==> config.mk <==
export PLATFORM = sky130hd
export DESIGN_NAME = fat_chain_block_allocator_top
export DESIGN_NICKNAME = d
export VERILOG_FILES = /design/src/hw/rtl/fcba_pkg.sv /design/src/hw/rtl/fcba_front.sv /design/src/hw/rtl/fcba_back.sv /design/src/hw/rtl/fat_chain_block_allocator_top.sv
export SDC_FILE = /design/constraint.sdc
export NUM_CORES = 2
export LEC_CHECK = 0
export CORE_ASPECT_RATIO = 1.2
export CORE_MARGIN = 5
export CORE_UTILIZATION = 56
export DETAILED_ROUTE_END_ITERATION = 12
export DONT_BUFFER_PORTS = 1
export PLACE_DENSITY_LB_ADDON = 0.05
export SLEW_MARGIN = 40
export SYNTH_ARGS = -nofsm -noshare
export SYNTH_HDL_FRONTEND = slang
export SYNTH_SLANG_ARGS = --single-unit
export TNS_END_PERCENT = 10
==> constraint.sdc <==
create_clock -name clk -period 11.3 [get_ports clk]
set_input_delay 0.565 -clock clk [delete_from_list [all_inputs] [get_ports clk]]
set_output_delay 0.565 -clock clk [all_outputs]
set_load 0.005 [all_outputs]
==> src/hw/rtl/fcba_pkg.sv <==
// Shared types and codes of the chained block allocator.
package fcba_pkg;

	// block table size, fixed by the 7-bit block fields
	localparam int NUM_BLOCKS = 128;

	// command codes
	localparam logic [2:0] CMD_CREATE = 3'd0;
	localparam logic [2:0] CMD_APPEND = 3'd1;
	localparam logic [2:0] CMD_DELETE = 3'd2;
	localparam logic [2:0] CMD_NEXT   = 3'd3;
	localparam logic [2:0] CMD_CHECK  = 3'd4;
	localparam logic [2:0] CMD_REMOVE = 3'd5;
	localparam logic [2:0] CMD_SPARE0 = 3'd6;
	localparam logic [2:0] CMD_SPARE1 = 3'd7;

	// status codes
	localparam logic [2:0] ST_OK        = 3'd0;
	localparam logic [2:0] ST_EXISTS    = 3'd1;
	localparam logic [2:0] ST_DIR_FULL  = 3'd2;
	localparam logic [2:0] ST_NO_FREE   = 3'd3;
	localparam logic [2:0] ST_NO_FILE   = 3'd4;
	localparam logic [2:0] ST_NOT_IN    = 3'd5;
	localparam logic [2:0] ST_NOT_EMPTY = 3'd6;

	// classified command handed from the front to the back
	typedef struct packed {
		logic [2:0]  cmd;
		logic [63:0] file_name;
		logic [6:0]  block_number;
		logic        blk_ok;
	} item_t;

endpackage

==> src/hw/rtl/fcba_front.sv <==
// Front end: accepts commands, classifies the block operand, queues two deep.
module fcba_front (
	input  logic            clk,
	input  logic            arst_n,
	input  logic            push,
	output logic            full,
	input  logic [2:0]      cmd,
	input  logic [63:0]     file_name,
	input  logic [6:0]      block_number,
	output logic            item_valid,
	input  logic            item_ready,
	output fcba_pkg::item_t item
);

	localparam int NUM_BLOCKS = fcba_pkg::NUM_BLOCKS;

	fcba_pkg::item_t slot_q [2];
	logic            wr_ptr_q;
	logic            rd_ptr_q;
	logic [1:0]      count_q;
	logic            do_push;
	logic            do_pop;
	fcba_pkg::item_t new_item;

	// classify: flag a block operand that is not zero and lies inside the block table
	always_comb begin
		new_item.cmd          = cmd;
		new_item.file_name    = file_name;
		new_item.block_number = block_number;
		new_item.blk_ok       = (block_number != 7'd0) && (int'(block_number) < NUM_BLOCKS);
	end

	assign full       = (count_q == 2'd2);
	assign item_valid = (count_q != 2'd0);
	assign item       = slot_q[rd_ptr_q];
	assign do_push    = push && !full;
	assign do_pop     = item_valid && item_ready;

	// advance pointers and count on each transfer
	always_ff @(posedge clk or negedge arst_n) begin
		if (!arst_n) begin
			wr_ptr_q <= 1'b0;
			rd_ptr_q <= 1'b0;
			count_q  <= 2'd0;
		end else begin
			if (do_push) wr_ptr_q <= !wr_ptr_q;
			if (do_pop) rd_ptr_q <= !rd_ptr_q;
			count_q <= count_q + {1'b0, do_push} - {1'b0, do_pop};
		end
	end

	// hold queued payload
	always_ff @(posedge clk) begin
		if (do_push) slot_q[wr_ptr_q] <= new_item;
	end

endmodule

==> src/hw/rtl/fcba_back.sv <==
// Back end: directory scan, block table walks and the result register.
module fcba_back #(
	parameter int ROOT_ENTRIES = 10,
	parameter int TABLE_BLOCKS = 7
) (
	input  logic            clk,
	input  logic            arst_n,
	input  logic            item_valid,
	output logic            item_ready,
	input  fcba_pkg::item_t item,
	output logic            empty,
	input  logic            pop,
	output logic [2:0]      status,
	output logic [6:0]      block_out
);

	localparam int NUM_BLOCKS = fcba_pkg::NUM_BLOCKS;
	localparam int AW = $clog2(NUM_BLOCKS);
	localparam int LW = AW + 1;
	localparam int CW = $clog2(NUM_BLOCKS + 1);
	localparam int DW = (ROOT_ENTRIES > 1) ? $clog2(ROOT_ENTRIES) : 1;
	localparam int FIRST_DATA = 2 + TABLE_BLOCKS;

	localparam logic [4:0] S_INIT  = 5'd0;
	localparam logic [4:0] S_IDLE  = 5'd1;
	localparam logic [4:0] S_DRD   = 5'd2;
	localparam logic [4:0] S_DCHK  = 5'd3;
	localparam logic [4:0] S_DISP  = 5'd4;
	localparam logic [4:0] S_RD    = 5'd5;
	localparam logic [4:0] S_HCHK  = 5'd6;
	localparam logic [4:0] S_H2CHK = 5'd7;
	localparam logic [4:0] S_AW0   = 5'd8;
	localparam logic [4:0] S_AWH   = 5'd9;
	localparam logic [4:0] S_WCHK  = 5'd10;
	localparam logic [4:0] S_AWT   = 5'd11;
	localparam logic [4:0] S_OSTEP = 5'd12;
	localparam logic [4:0] S_OCHK  = 5'd13;
	localparam logic [4:0] S_LCHK  = 5'd14;
	localparam logic [4:0] S_DLNK  = 5'd15;
	localparam logic [4:0] S_D0CHK = 5'd16;
	localparam logic [4:0] S_DHEAD = 5'd17;

	// block table and directory storage
	logic [LW-1:0] tbl_mem [NUM_BLOCKS];
	logic [63:0]   dname_mem [ROOT_ENTRIES];
	logic [AW-1:0] dfirst_mem [ROOT_ENTRIES];
	logic [ROOT_ENTRIES-1:0] dvalid_q;

	logic [4:0]    state_q;
	logic [4:0]    ret_q;
	logic [AW-1:0] init_idx_q;
	logic [AW-1:0] addr_q;
	logic [LW-1:0] tbl_rd_q;
	logic [DW-1:0] didx_q;
	logic [63:0]   dname_rd_q;
	logic [AW-1:0] dfirst_rd_q;

	logic [2:0]    cmd_q;
	logic [63:0]   name_q;
	logic [AW-1:0] blk_q;
	logic          blk_ok_q;
	logic          found_q;
	logic [DW-1:0] e_q;
	logic [AW-1:0] first_q;
	logic          freef_q;
	logic [DW-1:0] free_q;
	logic [AW-1:0] head_q;
	logic [AW-1:0] b_q;
	logic [AW-1:0] prev_q;
	logic [AW-1:0] lb_q;
	logic [CW-1:0] cnt_q;

	logic          res_valid_q;
	logic [2:0]    res_status_q;
	logic [6:0]    res_block_q;

	logic          tbl_we;
	logic [AW-1:0] tbl_waddr;
	logic [LW-1:0] tbl_wdata;
	logic [LW-1:0] init_val;
	logic [AW-1:0] rd_link;
	logic          dmatch;

	// chain link of a table value: reserved or out of range ends the chain
	function automatic logic [AW-1:0] link_of(input logic [LW-1:0] v);
		if (v >= LW'(NUM_BLOCKS)) return '0;
		return v[AW-1:0];
	endfunction

	assign rd_link = link_of(tbl_rd_q);
	assign dmatch  = dvalid_q[didx_q] && (dname_rd_q == name_q);

	// reset image of one table entry
	always_comb begin
		if (init_idx_q == '0)
			init_val = (FIRST_DATA < NUM_BLOCKS) ? LW'(FIRST_DATA) : '0;
		else if (int'(init_idx_q) < FIRST_DATA)
			init_val = LW'(NUM_BLOCKS);
		else if (int'(init_idx_q) + 1 < NUM_BLOCKS)
			init_val = LW'(int'(init_idx_q) + 1);
		else
			init_val = '0;
	end

	// select the single table write of this cycle
	always_comb begin
		tbl_we    = 1'b0;
		tbl_waddr = '0;
		tbl_wdata = '0;
		unique case (state_q)
			S_INIT: begin
				tbl_we    = 1'b1;
				tbl_waddr = init_idx_q;
				tbl_wdata = init_val;
			end
			S_AW0: begin
				tbl_we    = 1'b1;
				tbl_wdata = {1'b0, lb_q};
			end
			S_AWH: begin
				tbl_we    = 1'b1;
				tbl_waddr = head_q;
			end
			S_AWT: begin
				tbl_we    = 1'b1;
				tbl_waddr = b_q;
				tbl_wdata = {1'b0, head_q};
			end
			S_DLNK: begin
				tbl_we    = (first_q != blk_q);
				tbl_waddr = prev_q;
				tbl_wdata = {1'b0, lb_q};
			end
			S_D0CHK: begin
				tbl_we    = 1'b1;
				tbl_waddr = blk_q;
				tbl_wdata = tbl_rd_q;
			end
			S_DHEAD: begin
				tbl_we    = 1'b1;
				tbl_wdata = {1'b0, blk_q};
			end
			default: begin
				tbl_we = 1'b0;
			end
		endcase
	end

	// table memory with registered read
	always_ff @(posedge clk) begin
		if (tbl_we) tbl_mem[tbl_waddr] <= tbl_wdata;
		tbl_rd_q <= tbl_mem[addr_q];
	end

	// directory memories with registered read
	always_ff @(posedge clk) begin
		if (state_q == S_DISP && cmd_q == fcba_pkg::CMD_CREATE && !found_q && freef_q) begin
			dname_mem[free_q]  <= name_q;
			dfirst_mem[free_q] <= '0;
		end else if (state_q == S_AWH && first_q == '0) begin
			dfirst_mem[e_q] <= head_q;
		end else if (state_q == S_DLNK && first_q == blk_q) begin
			dfirst_mem[e_q] <= lb_q;
		end
		dname_rd_q  <= dname_mem[didx_q];
		dfirst_rd_q <= dfirst_mem[didx_q];
	end

	assign item_ready = (state_q == S_IDLE) && !res_valid_q;
	assign empty      = !res_valid_q;
	assign status     = res_status_q;
	assign block_out  = res_block_q;

	// sequence one command at a time
	always_ff @(posedge clk or negedge arst_n) begin
		if (!arst_n) begin
			state_q      <= S_INIT;
			ret_q        <= S_IDLE;
			init_idx_q   <= '0;
			dvalid_q     <= '0;
			res_valid_q  <= 1'b0;
			res_status_q <= fcba_pkg::ST_OK;
			res_block_q  <= '0;
			addr_q       <= '0;
			didx_q       <= '0;
			cmd_q        <= '0;
			name_q       <= '0;
			blk_q        <= '0;
			blk_ok_q     <= 1'b0;
			found_q      <= 1'b0;
			e_q          <= '0;
			first_q      <= '0;
			freef_q      <= 1'b0;
			free_q       <= '0;
			head_q       <= '0;
			b_q          <= '0;
			prev_q       <= '0;
			lb_q         <= '0;
			cnt_q        <= '0;
		end else begin
			if (pop && res_valid_q) res_valid_q <= 1'b0;
			unique case (state_q)
				S_INIT: begin
					init_idx_q <= init_idx_q + 1'b1;
					if (int'(init_idx_q) == NUM_BLOCKS - 1) state_q <= S_IDLE;
				end
				S_IDLE: begin
					if (item_valid && !res_valid_q) begin
						cmd_q    <= item.cmd;
						name_q   <= item.file_name;
						blk_q    <= AW'(item.block_number);
						blk_ok_q <= item.blk_ok;
						found_q  <= 1'b0;
						freef_q  <= 1'b0;
						didx_q   <= '0;
						state_q  <= S_DRD;
					end
				end
				S_DRD: begin
					state_q <= S_DCHK;
				end
				S_DCHK: begin
					if (dmatch && !found_q) begin
						found_q <= 1'b1;
						e_q     <= didx_q;
						first_q <= dfirst_rd_q;
					end
					if (!dvalid_q[didx_q] && !freef_q) begin
						freef_q <= 1'b1;
						free_q  <= didx_q;
					end
					if (didx_q == DW'(ROOT_ENTRIES - 1)) begin
						state_q <= S_DISP;
					end else begin
						didx_q  <= didx_q + 1'b1;
						state_q <= S_DRD;
					end
				end
				S_DISP: begin
					unique case (cmd_q)
						fcba_pkg::CMD_CREATE: begin
							res_valid_q <= 1'b1;
							res_block_q <= '0;
							state_q     <= S_IDLE;
							if (found_q) begin
								res_status_q <= fcba_pkg::ST_EXISTS;
							end else if (!freef_q) begin
								res_status_q <= fcba_pkg::ST_DIR_FULL;
							end else begin
								res_status_q     <= fcba_pkg::ST_OK;
								dvalid_q[free_q] <= 1'b1;
							end
						end
						fcba_pkg::CMD_APPEND: begin
							addr_q  <= '0;
							ret_q   <= S_HCHK;
							state_q <= S_RD;
						end
						fcba_pkg::CMD_DELETE, fcba_pkg::CMD_NEXT, fcba_pkg::CMD_CHECK: begin
							if (!found_q || !blk_ok_q) begin
								res_valid_q  <= 1'b1;
								res_block_q  <= '0;
								res_status_q <= found_q ? fcba_pkg::ST_NOT_IN
								                        : fcba_pkg::ST_NO_FILE;
								state_q      <= S_IDLE;
							end else begin
								b_q     <= first_q;
								prev_q  <= '0;
								cnt_q   <= '0;
								state_q <= S_OSTEP;
							end
						end
						fcba_pkg::CMD_REMOVE: begin
							res_valid_q <= 1'b1;
							res_block_q <= '0;
							state_q     <= S_IDLE;
							if (!found_q) begin
								res_status_q <= fcba_pkg::ST_NO_FILE;
							end else if (first_q != '0) begin
								res_status_q <= fcba_pkg::ST_NOT_EMPTY;
							end else begin
								res_status_q  <= fcba_pkg::ST_OK;
								dvalid_q[e_q] <= 1'b0;
							end
						end
						default: begin
							res_valid_q  <= 1'b1;
							res_block_q  <= '0;
							res_status_q <= fcba_pkg::ST_OK;
							state_q      <= S_IDLE;
						end
					endcase
				end
				S_RD: begin
					state_q <= ret_q;
				end
				S_HCHK: begin
					if (tbl_rd_q == '0 || tbl_rd_q >= LW'(NUM_BLOCKS)) begin
						res_valid_q  <= 1'b1;
						res_block_q  <= '0;
						res_status_q <= fcba_pkg::ST_NO_FREE;
						state_q      <= S_IDLE;
					end else if (!found_q) begin
						res_valid_q  <= 1'b1;
						res_block_q  <= '0;
						res_status_q <= fcba_pkg::ST_NO_FILE;
						state_q      <= S_IDLE;
					end else begin
						head_q  <= tbl_rd_q[AW-1:0];
						addr_q  <= tbl_rd_q[AW-1:0];
						ret_q   <= S_H2CHK;
						state_q <= S_RD;
					end
				end
				S_H2CHK: begin
					lb_q    <= rd_link;
					state_q <= S_AW0;
				end
				S_AW0: begin
					state_q <= S_AWH;
				end
				S_AWH: begin
					if (first_q == '0) begin
						res_valid_q  <= 1'b1;
						res_block_q  <= 7'(head_q);
						res_status_q <= fcba_pkg::ST_OK;
						state_q      <= S_IDLE;
					end else begin
						b_q     <= first_q;
						cnt_q   <= '0;
						addr_q  <= first_q;
						ret_q   <= S_WCHK;
						state_q <= S_RD;
					end
				end
				S_WCHK: begin
					if (cnt_q == CW'(NUM_BLOCKS) || rd_link == '0) begin
						state_q <= S_AWT;
					end else begin
						b_q     <= rd_link;
						cnt_q   <= cnt_q + 1'b1;
						addr_q  <= rd_link;
						state_q <= S_RD;
					end
				end
				S_AWT: begin
					res_valid_q  <= 1'b1;
					res_block_q  <= 7'(head_q);
					res_status_q <= fcba_pkg::ST_OK;
					state_q      <= S_IDLE;
				end
				S_OSTEP: begin
					if (cnt_q == CW'(NUM_BLOCKS) || b_q == '0) begin
						res_valid_q  <= 1'b1;
						res_block_q  <= '0;
						res_status_q <= fcba_pkg::ST_NOT_IN;
						state_q      <= S_IDLE;
					end else if (b_q == blk_q) begin
						if (cmd_q == fcba_pkg::CMD_CHECK) begin
							res_valid_q  <= 1'b1;
							res_block_q  <= '0;
							res_status_q <= fcba_pkg::ST_OK;
							state_q      <= S_IDLE;
						end else begin
							addr_q  <= blk_q;
							ret_q   <= S_LCHK;
							state_q <= S_RD;
						end
					end else begin
						addr_q  <= b_q;
						ret_q   <= S_OCHK;
						state_q <= S_RD;
					end
				end
				S_OCHK: begin
					prev_q  <= b_q;
					b_q     <= rd_link;
					cnt_q   <= cnt_q + 1'b1;
					state_q <= S_OSTEP;
				end
				S_LCHK: begin
					lb_q <= rd_link;
					if (cmd_q == fcba_pkg::CMD_NEXT) begin
						res_valid_q  <= 1'b1;
						res_block_q  <= 7'(rd_link);
						res_status_q <= fcba_pkg::ST_OK;
						state_q      <= S_IDLE;
					end else begin
						state_q <= S_DLNK;
					end
				end
				S_DLNK: begin
					addr_q  <= '0;
					ret_q   <= S_D0CHK;
					state_q <= S_RD;
				end
				S_D0CHK: begin
					state_q <= S_DHEAD;
				end
				S_DHEAD: begin
					res_valid_q  <= 1'b1;
					res_block_q  <= '0;
					res_status_q <= fcba_pkg::ST_OK;
					state_q      <= S_IDLE;
				end
				default: begin
					state_q <= S_IDLE;
				end
			endcase
		end
	end

`ifndef SYNTH
	// a command runs only while the result slot is free
	a_slot_free: assert property (@(posedge clk) disable iff (!arst_n)
		(state_q != S_IDLE && state_q != S_INIT) |-> !res_valid_q)
		else $error("command running while result still waits");
	// nothing enters during the table build
	a_init_block: assert property (@(posedge clk) disable iff (!arst_n)
		(state_q == S_INIT) |-> !item_ready)
		else $error("command taken during table build");
	// a successful append hands out a real block
	a_append_blk: assert property (@(posedge clk) disable iff (!arst_n)
		($rose(res_valid_q) && cmd_q == fcba_pkg::CMD_APPEND
		 && res_status_q == fcba_pkg::ST_OK) |-> (res_block_q != 7'd0))
		else $error("append returned block zero");
`endif

endmodule

==> src/hw/rtl/fat_chain_block_allocator_top.sv <==
// Top level of the chained block allocator.
// After reset the block table is built one entry per cycle; up to two commands queue
// meanwhile, and full then stays high until the build ends. Each command then scans the
// directory entry by entry; append, delete, next and check then walk the block table link by
// link through its single registered read port, while create and remove need only the scan.
// Commands are carried out one at a time; two more queue at the input, and one result waits
// at the output until popped.
module fat_chain_block_allocator_top #(
	parameter int ROOT_ENTRIES = 10,
	parameter int TABLE_BLOCKS = 7
) (
	input  logic        clk,
	input  logic        arst_n,
	input  logic        push,
	output logic        full,
	input  logic [2:0]  cmd,
	input  logic [63:0] file_name,
	input  logic [6:0]  block_number,
	output logic        empty,
	input  logic        pop,
	output logic [2:0]  status,
	output logic [6:0]  block_out
);

	logic            item_valid;
	logic            item_ready;
	fcba_pkg::item_t item;

	// accept and classify
	fcba_front u_front (
		.clk         (clk),
		.arst_n      (arst_n),
		.push        (push),
		.full        (full),
		.cmd         (cmd),
		.file_name   (file_name),
		.block_number(block_number),
		.item_valid  (item_valid),
		.item_ready  (item_ready),
		.item        (item)
	);

	// carry out
	fcba_back #(
		.ROOT_ENTRIES(ROOT_ENTRIES),
		.TABLE_BLOCKS(TABLE_BLOCKS)
	) u_back (
		.clk       (clk),
		.arst_n    (arst_n),
		.item_valid(item_valid),
		.item_ready(item_ready),
		.item      (item),
		.empty     (empty),
		.pop       (pop),
		.status    (status),
		.block_out (block_out)
	);

endmodule

==> flow_metrics.env <==
export IMPL_route_antenna_remaining_nets=0
export IMPL_areaGrowthSynthToFinish_pct=12.0
export IMPL_power_ir_vdd_worst_mv=0.221
export IMPL_synth_ff_latch_count=2144
export IMPL_vias=44400
export IMPL_yosys_warnings=0
export IMPL_wl_per_cell_um=31.0
export IMPL_worstPathRequired_ps=11750
export IMPL_final_hold_violation_count=0
export IMPL_startpoint_type_of_the_worst_setup_path="flip-flop"
export IMPL_critical_path_slowest_cell="sky130_fd_sc_hd__dfrtp_1"
export IMPL_global_route_usage_total=0.276
export IMPL_timing_critical_path_mode_cell="sky130_fd_sc_hd__a221o_1"
export IMPL_tritoncts_num_sinks=2144
export IMPL_async_set_or_reset_register_ratio_after_synthesis=0.0844
export IMPL_fin_total_pwr_w=0.0156
export IMPL_mappedNetlistNets=4848
export IMPL_initial_core_utilization=0.564
export IMPL_vias_per_instance=6.33
export IMPL_largest_net_degree_at_the_start_of_global_routing=182
export IMPL_placement_io_buffers=0
export IMPL_ys_flop_type="sky130_fd_sc_hd__edfxtp_1"
export IMPL_worstPathCellList="or3b_1, nor2_2, a221o_1, a221o_1, nand4_1, nor2_1"
export IMPL_report_final_slew_viol_count=0
export IMPL_slew_headroom=0.355
export IMPL_synthesis_area_per_instance_um2=17.7
export IMPL_worstMarginPinSlew_ps=943
export IMPL_post_synth_num_cell_types=90
export IMPL_placedInstanceArea_um2=86700
export IMPL_count_of_mapped_cells_out_of_synthesis=4762
export IMPL_placement_rows=155
export IMPL_maxCapViolations=0
export IMPL_route_detailed_drc=0
export IMPL_power_density_nw_per_um2=165
export IMPL_layout_drive_gt1_share=0.161
export IMPL_place_ws_ps=6740
export IMPL_synth_area_leader_cell="sky130_fd_sc_hd__edfxtp_1"
export IMPL_path_max_fanout=24
export IMPL_cts_root_to_sink_buffers=3
export IMPL_maximum_clock_frequency_mhz=218
export IMPL_grt_pass1_wl_um=314000
export IMPL_tritoncts="done"
export IMPL_insertion_delay_ps=830
export IMPL_synth_cell_area_um2=84200
export IMPL_finalSetupViolCount=0
export IMPL_total_leakage_power_nw=27.4
export IMPL_cts_repair_timing_setup_buffer_count=0
export IMPL_run_status="finished clean"
export IMPL_post_cts_resized_instances=0
export IMPL_setup_tns_final_ps=0
export IMPL_dp_hpwl_um=136000
export IMPL_number_of_enable_type_register_cells_in_the_synthesized_netlist=1884
export IMPL_wp_data_arrival_ps=5030
export IMPL_cts_made_buffers=200
export IMPL_netlist_top_cells_area="sky130_fd_sc_hd__edfxtp_1, sky130_fd_sc_hd__mux4_2, sky130_fd_sc_hd__dfrtp_1, sky130_fd_sc_hd__mux2i_1, sky130_fd_sc_hd__dfxtp_1"
export IMPL_drt_pass1_iter_count=7
export IMPL_drt_wl_total_um=217000
export IMPL_final_period_utilization=0.406
export IMPL_synth_top_cell_area_share=0.672
export IMPL_worstSetupEndpointType="flip-flop"
export IMPL_setup_worst_path_class="reg2reg"
export IMPL_fin_area_um2=94200
export IMPL_antenna_found_initial=3
export IMPL_fin_nets=4959
export IMPL_grt_pass1_vias=44800
export IMPL_fp_dieW_um=364
export IMPL_kind_of_path_behind_the_tightest_hold_check="in2async"
export IMPL_finClkSkew_ps=25.4
export IMPL_synth_sequential_area_ratio=0.745
export IMPL_timing_final_ws_setup_ps=6720
export IMPL_grt_remaining_overflow=0
export IMPL_ctsHoldBuffers=78
export IMPL_fp_dieArea_um2=158000
export IMPL_final_period_minus_worst_setup_slack_ps=4580
export IMPL_final_replace_weighted_congestion=0.951
export IMPL_clk_pin_slew_ps=60
export IMPL_cts_root_buf="sky130_fd_sc_hd__clkbuf_16"
export IMPL_core_area_um2=149000
export IMPL_pin_count=90
export IMPL_drt_initial_drc_count=3950
export IMPL_fp_dieH_um=435
export IMPL_setup_repair_after_global_routing_missed_its_margin="false"
export IMPL_critical_path_max_stage_delay_ps=850
export IMPL_clock_tree_htree_level_count=4
cell type report:
class | instances | area, um2
fill | 10400 | 54900
clock inverter | 97 | 938
inverter | 37 | 139
timing repair buffer | 169 | 1830
clock buffer | 277 | 5580
antenna | 4 | 10.0
multi-input combinational | 2321 | 20600
tap | 1962 | 2450
sequential | 2144 | 62700
report_power, final:
group          switching (W)  total, W  internal (W)  leakage, nW
Clock                0.00285   0.00666       0.00381         3.18
Sequential         0.0000317   0.00869       0.00865         18.8
Combinational       0.000157  0.000215     0.0000581         5.48
Total                0.00304    0.0156        0.0125         27.4
path summary, 6_finish.rpt:
kind	startpoint	to	slack [ps]	depth (start not counted)
max	u_back.state_q[3]	u_back.tbl_mem[91][2]	6720	6
min	arst_n	u_back.name_q[54]	180	2
max reg2reg	u_back.state_q[3]	u_back.tbl_mem[91][2]	6720	6
min reg2reg	u_back.dfirst_rd_q[5]	u_back.first_q[5]	470	1
max in group asynchronous	arst_n	u_back.name_q[15]	9840	4
min in group clk	push	u_front.slot_q[1][46]	280	1
critical path, delay by kind of cell (launching register included):
family	cells	cell delay [ps]
simple gates	4	2640
flops	1	850
compound gates	2	680
cells in the mapped netlist (all sizes together) (78+ instances only):
| library cell | n |
|---|---|
| mux2i | 387 |
| a211oi | 78 |
| dfxtp | 79 |
| edfxtp | 1884 |
| clkbuf | 145 |
| dfrtp | 180 |
| nand2 | 103 |
| a21oi | 171 |
| nor2 | 326 |
| nor3 | 131 |
| mux4 | 270 |
| o22ai | 132 |
| buf | 115 |
| nor2b | 95 |
cells by family after synthesis:
kind of cell    after synthesis  synth area share
flops                      2144             0.745
xor+xnor                     80           0.00833
mux                         726             0.128
simple gates                889            0.0534
buf+inv                     297            0.0151
compound gates              618            0.0496
fa+ha+maj                     8           0.00119
layer usage:
metal	part of all wire	track usage	vias up
met5	0.000060	0	-
met4	0.050	0.119	2
met3	0.052	0.0428	448
met2	0.52	0.483	1490
met1	0.38	0.346	23200
li1	-	-	19300
flip-flops by register name (all words and copies together) (netlist names), 8 cells and up:
name,flops
u_back.dname_rd_q,64
u_back.cnt_q,8
u_front.slot_q,150
u_back.dfirst_mem,70
u_back.tbl_rd_q,8
u_back.name_q,64
u_back.dvalid_q,10
u_back.tbl_mem,1024
u_back.dname_mem,640
layout by cell type (no fill, tap or decap), drive strengths merged, types with 79 or more instances in the layout:
master | Yosys | layout
edfxtp | 1884 | 1884
mux2i | 387 | 387
nor2 | 326 | 326
clkbuf | 145 | 277
mux4 | 270 | 270
dfrtp | 180 | 180
a21oi | 171 | 171
o22ai | 132 | 132
nor3 | 131 | 131
nand2 | 103 | 103
nor2b | 95 | 95
buf | 115 | 92
dfxtp | 79 | 79
metrics by stage:
| step | utilization | std cells | hold slack (ps) |
|---|---|---|---|
| global route | 0.632 | 7007 | 140 |
| finish | 0.632 | 7011 | 180 |
| global placement | 0.579 | 6536 | 284 |
| detailed placement | 0.581 | 6546 | 283 |
| CTS | 0.630 | 6998 | 244 |
| floorplan | - | 4762 | 269 |
Power figures use the tool's default switching activity.
